$ cat src/design/ptwbp_pkg.sv
// Shared types, constants and helpers for the per-type window byte policer.
package ptwbp_pkg;

  localparam int unsigned IN_DATA_W  = 56;
  localparam int unsigned OUT_DATA_W = 120;
  localparam int unsigned CFG_DATA_W = 32;
  localparam int unsigned DIV_STEPS  = 48;
  localparam int unsigned DIV_CNT_W  = 6;

  localparam logic [0:0]  REG_BUDGET   = 1'b0;
  localparam logic [0:0]  REG_OVERHEAD = 1'b1;

  localparam logic [31:0] BUDGET_RST   = 32'd2048;
  localparam logic [7:0]  OVERHEAD_RST = 8'd12;
  localparam logic [31:0] SAT_MAX      = 32'hFFFF_FFFF;

  localparam logic REQ_MSG    = 1'b0;
  localparam logic REQ_REPORT = 1'b1;

  typedef struct packed {
    logic [31:0] bytes;
    logic [31:0] tag;
    logic [31:0] acc_cnt;
    logic [31:0] sec_cnt;
    logic        last_vld;
    logic [31:0] last_sec;
  } entry_t;

  typedef struct packed {
    logic capture;
    logic calc;
    logic update;
    logic rpt_load;
    logic div_start;
    logic out_load;
  } dp_cmd_t;

  typedef struct packed {
    logic is_rpt;
    logic div_needed;
    logic div_done;
    logic out_free;
  } dp_status_t;

  function automatic logic [31:0] sat_inc(input logic [31:0] v);
    sat_inc = (v == SAT_MAX) ? v : v + 32'd1;
  endfunction

endpackage

$ cat src/design/ptwbp_ctrl.sv
// Controller: sequences read, compute, table write, divide and result hand-off.
module ptwbp_ctrl
  import ptwbp_pkg::*;
(
  input  logic       clk,
  input  logic       rst_n,
  input  logic       in_valid,
  output logic       in_ready,
  input  dp_status_t status,
  output dp_cmd_t    cmd
);

  typedef enum logic [4:0] {
    S_IDLE = 5'b00001,
    S_READ = 5'b00010,
    S_UPD  = 5'b00100,
    S_DIV  = 5'b01000,
    S_HOLD = 5'b10000
  } state_t;

  state_t state_r, state_nxt;

  assign in_ready = (state_r == S_IDLE);

  always_comb begin
    state_nxt = state_r;
    cmd       = '0;
    unique case (state_r)
      S_IDLE: begin
        if (in_valid) begin
          cmd.capture = 1'b1;
          state_nxt   = S_READ;
        end
      end
      S_READ: begin
        if (!status.is_rpt) begin
          cmd.calc  = 1'b1;
          state_nxt = S_UPD;
        end else begin
          cmd.rpt_load = 1'b1;
          if (status.div_needed) begin
            cmd.div_start = 1'b1;
            state_nxt     = S_DIV;
          end else begin
            state_nxt = S_HOLD;
          end
        end
      end
      S_UPD: begin
        cmd.update = 1'b1;
        state_nxt  = S_HOLD;
      end
      S_DIV: begin
        if (status.div_done) begin
          state_nxt = S_HOLD;
        end
      end
      S_HOLD: begin
        if (status.out_free) begin
          cmd.out_load = 1'b1;
          state_nxt    = S_IDLE;
        end
      end
      default: state_nxt = S_IDLE;
    endcase
  end

  always_ff @(posedge clk) begin
    if (!rst_n) begin
      state_r <= S_IDLE;
    end else begin
      state_r <= state_nxt;
    end
  end

endmodule

$ cat config.mk
export PLATFORM = sky130hd
export DESIGN_NAME = ptwbp_ctrl
export DESIGN_NICKNAME = d
export VERILOG_FILES = /design/src/design/ptwbp_pkg.sv /design/src/design/ptwbp_ctrl.sv
export SDC_FILE = /design/constraint.sdc
export NUM_CORES = 1
export LEC_CHECK = 0
export ABC_AREA = 1
export CAP_MARGIN = 25
export CORE_AREA = 2 2 39 41
export DETAILED_ROUTE_END_ITERATION = 8
export DIE_AREA = 0 0 41 43
export DONT_BUFFER_PORTS = 1
export PLACE_DENSITY = 0.37
export SETUP_SLACK_MARGIN = 0.15
export SKIP_LAST_GASP = 1
export SLEW_MARGIN = 40
export SYNTH_ARGS = -nofsm -noshare
export SYNTH_HDL_FRONTEND = slang
export SYNTH_SLANG_ARGS = --single-unit
$ cat constraint.sdc
create_clock -name clk -period 1.9 [get_ports clk]
set_input_delay 0.095 -clock clk [delete_from_list [all_inputs] [get_ports clk]]
set_output_delay 0.095 -clock clk [all_outputs]
set_load 0.005 [all_outputs]
# --- After elaboration in Yosys (flattened, before gate mapping) ---
# Cells that the tools add are included.
classes:
  n_reduce_logical: 1
  eq_ne: 8
  n_mux: 16
ops:
  columns: ["operator", "n"]
  rows:
  - ["$mux W5", 5]
  - ["$pmux W5 S5", 1]
  - ["$mux W1", 8]
  - ["$ne A2 B2 Y1 const B", 3]
  - ["$eq A5 B1 Y1 const B", 1]
  - ["$eq A5 B2 Y1 const B", 1]
  - ["$eq A5 B3 Y1 const B", 1]
  - ["$eq A5 B4 Y1 const B", 1]
  - ["$eq A5 B5 Y1 const B", 1]
  - ["$mux W2", 2]
  - ["$reduce_and A3 Y1", 1]
word_totals:
  out_inout_bits: 7
  in_bits: 7
  regBits: 5
  wordCells: 26

# --- Logic depth before layout (Yosys ltp) ---
logic_depth:
  word_depth: 3
  ltp_mapped: 8
  depth_no_buf: 8

# --- Least setup slack after synthesis ---
# No wires, ideal clock.
synth_path:
  path_type: "register to register"
  from: "register state_r[3]"
  to: "register state_r[4]"
  t_required_ps: 1786
  slack_ps: 888
  setup_ps: 114
  period_less_slack_ps: 1012
  stages_incl_launch_ff: 8
  arrival_time_ps: 898
  path_buffers: 0
  cell_sequence: "dfxtp_1 inv_2 nor2_2 nand4_2 nand2_1 inv_1 a21oi_1 nor2_1"
synth_between:
  elab_chain_len: 3
  word_cells_on_any_way: 10
  classes_between: "8 x eq/ne; 1 x mux; 1 x reduce/logical"
synth_rtl:
  columns: ["element", "line", "text"]
  rows:
  - ["start: declaration", "ptwbp_ctrl.sv:21", "state_t state_r, state_nxt;"]
  - ["start signal: assignment", "ptwbp_ctrl.sv:72", "state_r <= state_nxt;"]
  - ["$eq A5 B4 Y1 (tied with other cells)", "ptwbp_ctrl.sv:28", "unique case (state_r)"]
  - ["$ne A2 B2 Y1 (no line)", null, null]
  - ["$reduce_and A3 Y1 (no line)", null, null]
# Several ways; a longest one is shown, not always the timed one.
# A chain may end at the register's enable or synchronous reset.

==> impl_summary.md <==
Setup path
The capturing element type of the critical path is an output port. The worst setup path is launched from a flop. The data arrival time of the critical path is between 1 and 1.5 ns.

The type of the worst setup path is flop to output port. Data on the critical path is required at its endpoint by ~1.8 ns. The register-to-register setup slack is ~0.76 ns. Of all nets on the critical path, the largest fanout is 6.

Timing
The maximum clock frequency is ~0.76 GHz. The final total negative setup slack is 0 ns. Measured against its own limit, the worst slew margin works out to between 70% and 80%. The final hold violation count is 0. The number of pins with negative max-slew slack in the final report is 0. The post-route minimum period is about 1.3 ns. Setup repair after global routing left no endpoint under its margin.

In the finished design, the share of the clock period the worst path needs comes to around 70%. The slew at the pin with the worst max-slew slack is 0.324 ns. Setup violations remaining at the end of the flow were counted as 0. Across the routed clock network, the largest skew measured is 0.00436 ns.

Final layout
The largest registers in the layout are state_r: 5 flops. The area growth from synthesis to layout is 17.0%. For this run, the post-layout net count is 69.

The final design utilization is 29.3%. The register with the most flip-flops in the layout has 5 of them. The antenna diode count is 0. The register with the highest flop count is state_r. In the layout the commonest cells are 13 x sky130_fd_sc_hd__nor2_1, 12 x sky130_fd_sc_hd__inv_1, 6 x sky130_fd_sc_hd__nand2_1. The fraction of layout cells with a size suffix above 1 is 13.1%. The commonest non-fill, non-tap cell in the layout is sky130_fd_sc_hd__nor2_1. The layout has 164 filler cells.

Synth
The cell area after synthesis is between 300 and 400 sq um. In this run the mean area of a mapped cell was 6.19 sq um. The synthesized design contains 5 register bits. The post-synthesis instance total is between 50 and 60.

The count of different cell masters after synthesis is 18. For this run, the register share of the synthesized area comes to between 20 and 30%. The count of yosys warnings during synthesis is 0. The number of nets handed over by synthesis was 63.

GRT
The number of global-route vias before repair is 298. Global routing consumed, over all layers together, a little under an eighth of the routing resources. The total overflow left after global routing is 0.

The pin count of the biggest net entering global routing is 7. The global-route wire length before repair is 1.23 mm. The number of antenna violations at the first check in global routing is 0.

Clock network
CTS built an H-tree with a depth of 1. TritonCTS built the clock tree. The post-cts resize count is 0. For this design, the sink count on the clock tree is 5.

The later pin in the worst-skew pair is clocked with a latency of between 0.2 and 0.3 ns. The number of setup buffers added after CTS is 0. After clock tree synthesis, the flow added hold-fix buffers numbering 2. The deepest clock path buffer count is 2. Clock-pin slew was measured on the worst setup and hold paths at about 0.040 ns.

TritonCTS created 3 clock buffers. The root buffer cell chosen for the clock tree is sky130_fd_sc_hd__clkbuf_4.

Power and ir drop
The total power per unit cell area is roughly 710 mW/mm^2. The total net switching power is 0.0800 mW. The combinational cell fraction of total power is 16.7%.

The sequential group share of total power is 39.8%. The leakage power summed over all cells is about 0.19 nW. The net switching fraction of the power is roughly 28%.

The worst vdd rail ir drop is between 200 and 250 uV. Cell internal power was estimated by the tool at about 0.21 mW. Power comes to between 0.2 and 0.3 mW.

Per report_power, the clock group accounts for between 40% and 50% of the total.

Drt
The routed design has between 700 and 800 um of wire. The number of design-rule violations left by the first detailed-router iteration is 2. The number of optimization iterations in the first detailed-route pass is 2.

The remaining design rule violation count is 0. The detailed router placed between 300 and 400 vias in this run. The routed length per instance is approximately 10 um. The count of nets left with antenna violations once routing finished came out at 0.

The detailed-route vias per instance is between 4 and 5.

Floorplan
In this run the vertical extent of the chip is 43 um. The die is around 41 um wide. In this run the standard cell core region covers approximately 0.0014 sq mm. For this design the top-level I/O count stands at 14.

In this run the core area contains 14 standard-cell rows. The die covers 0.00176 sq mm. The initial utilization of the core area, before any placement, comes to 25.0%.

Min path
The worst hold-check path type is input port to flop.

Job
Max-cap violations in this run came to 0.

Placement
The number of port buffers is 0. The final weighted congestion of routability-driven global placement is between 0.7 and 0.8. The placed wire-length estimate is 634 um.

Status
The flow ran to the end, and the final reports show no timing, DRC or antenna violations.
## kinds of logic (layout without fill, tap and decap cells)
family                 Yosys count  in the layout  synth area share, %
and+or+nand+nor                 33             33                 49.1
buffers and inverters           14             19                 16.2
DFF                              5              5                 28.9
AOI/OAI and AO/OA                4              4                 5.78
## final timing paths
| check | from | endpoint | cells after the start |
|---|---|---|---|
| max | state_r[1] | cmd[1] | 4 |
| min | status[3] | state_r[3] | 2 |
| max reg2reg | state_r[3] | state_r[4] | 5 |
| min reg2reg | state_r[0] | state_r[2] | 3 |
## Yosys cell counts
library cell | count | area, sq um
sky130_fd_sc_hd__o21ai_0 | 2 | 10.0
sky130_fd_sc_hd__nor3_1 | 2 | 10.0
sky130_fd_sc_hd__buf_4 | 1 | 7.51
sky130_fd_sc_hd__nor4_1 | 1 | 6.26
sky130_fd_sc_hd__nor2_2 | 1 | 6.26
sky130_fd_sc_hd__nand2_1 | 6 | 22.5
sky130_fd_sc_hd__inv_2 | 1 | 3.75
sky130_fd_sc_hd__nor2_1 | 13 | 48.8
sky130_fd_sc_hd__inv_1 | 12 | 45.0
sky130_fd_sc_hd__nor3b_1 | 1 | 7.51
sky130_fd_sc_hd__dfxtp_1 | 5 | 100
sky130_fd_sc_hd__nand3b_1 | 1 | 7.51
sky130_fd_sc_hd__nor2_4 | 1 | 11.3
sky130_fd_sc_hd__nand3_2 | 1 | 10.0
sky130_fd_sc_hd__nand4_1 | 2 | 12.5
sky130_fd_sc_hd__a21oi_1 | 2 | 10.0
sky130_fd_sc_hd__nand4_2 | 1 | 12.5
sky130_fd_sc_hd__nand3_1 | 3 | 15.0
## power by group through the flow
| stage | logic, mW | registers (mW) | clock network [mW] |
|---|---|---|---|
| 2_1_floorplan | 0.0375 | 0.115 | 0 |
| 4_1_cts | 0.0484 | 0.114 | 0.128 |
| 6_report | 0.0479 | 0.114 | 0.125 |
| 3_5_place_dp | 0.0452 | 0.116 | 0 |
| 3_3_place_gp | 0.0452 | 0.116 | 0 |
| 5_1_grt | 0.0551 | 0.115 | 0.136 |
## worst max-delay path, stage by stage (launching register included)
cell                      delay [ns]
sky130_fd_sc_hd__dfxtp_1        0.34
sky130_fd_sc_hd__inv_1          0.06
sky130_fd_sc_hd__nor2_1         0.14
sky130_fd_sc_hd__nand3_2        0.14
sky130_fd_sc_hd__nor3b_1        0.29
## routing by layer
layer | global-route usage [%] | routed length (um) | share of wire (%)
met5 | 0 | 0 | 0
met1 | 13.1 | 377 | 48
met4 | 14.0 | 38 | 4.9
met3 | 6.28 | 42 | 5.4
met2 | 13.8 | 324 | 41
## per-stage QoR
step	setup WS, ns	area (sq um)	instances	hold slack (ns)
after floorplan	0.888	347	56	0.164
after global routing	0.479	405	77	0.0193
after detailed placement	0.782	359	71	0.175
final	0.582	405	77	0.0187
after CTS	0.584	405	77	0.0194
after global placement	0.717	359	71	0.177
## layout make-up
cell class	instances	area [sq um]	area share [%]
Multi-Input combinational cell	37	190	46.9
Sequential cell	5	100	24.7
Inverter	13	48.8	12.0
Clock buffer	4	26.3	6.48
Timing Repair Buffer	2	20.0	4.94
Tap cell	16	20.0	4.94
No activity file was read; power rests on OpenSTA's default activity.
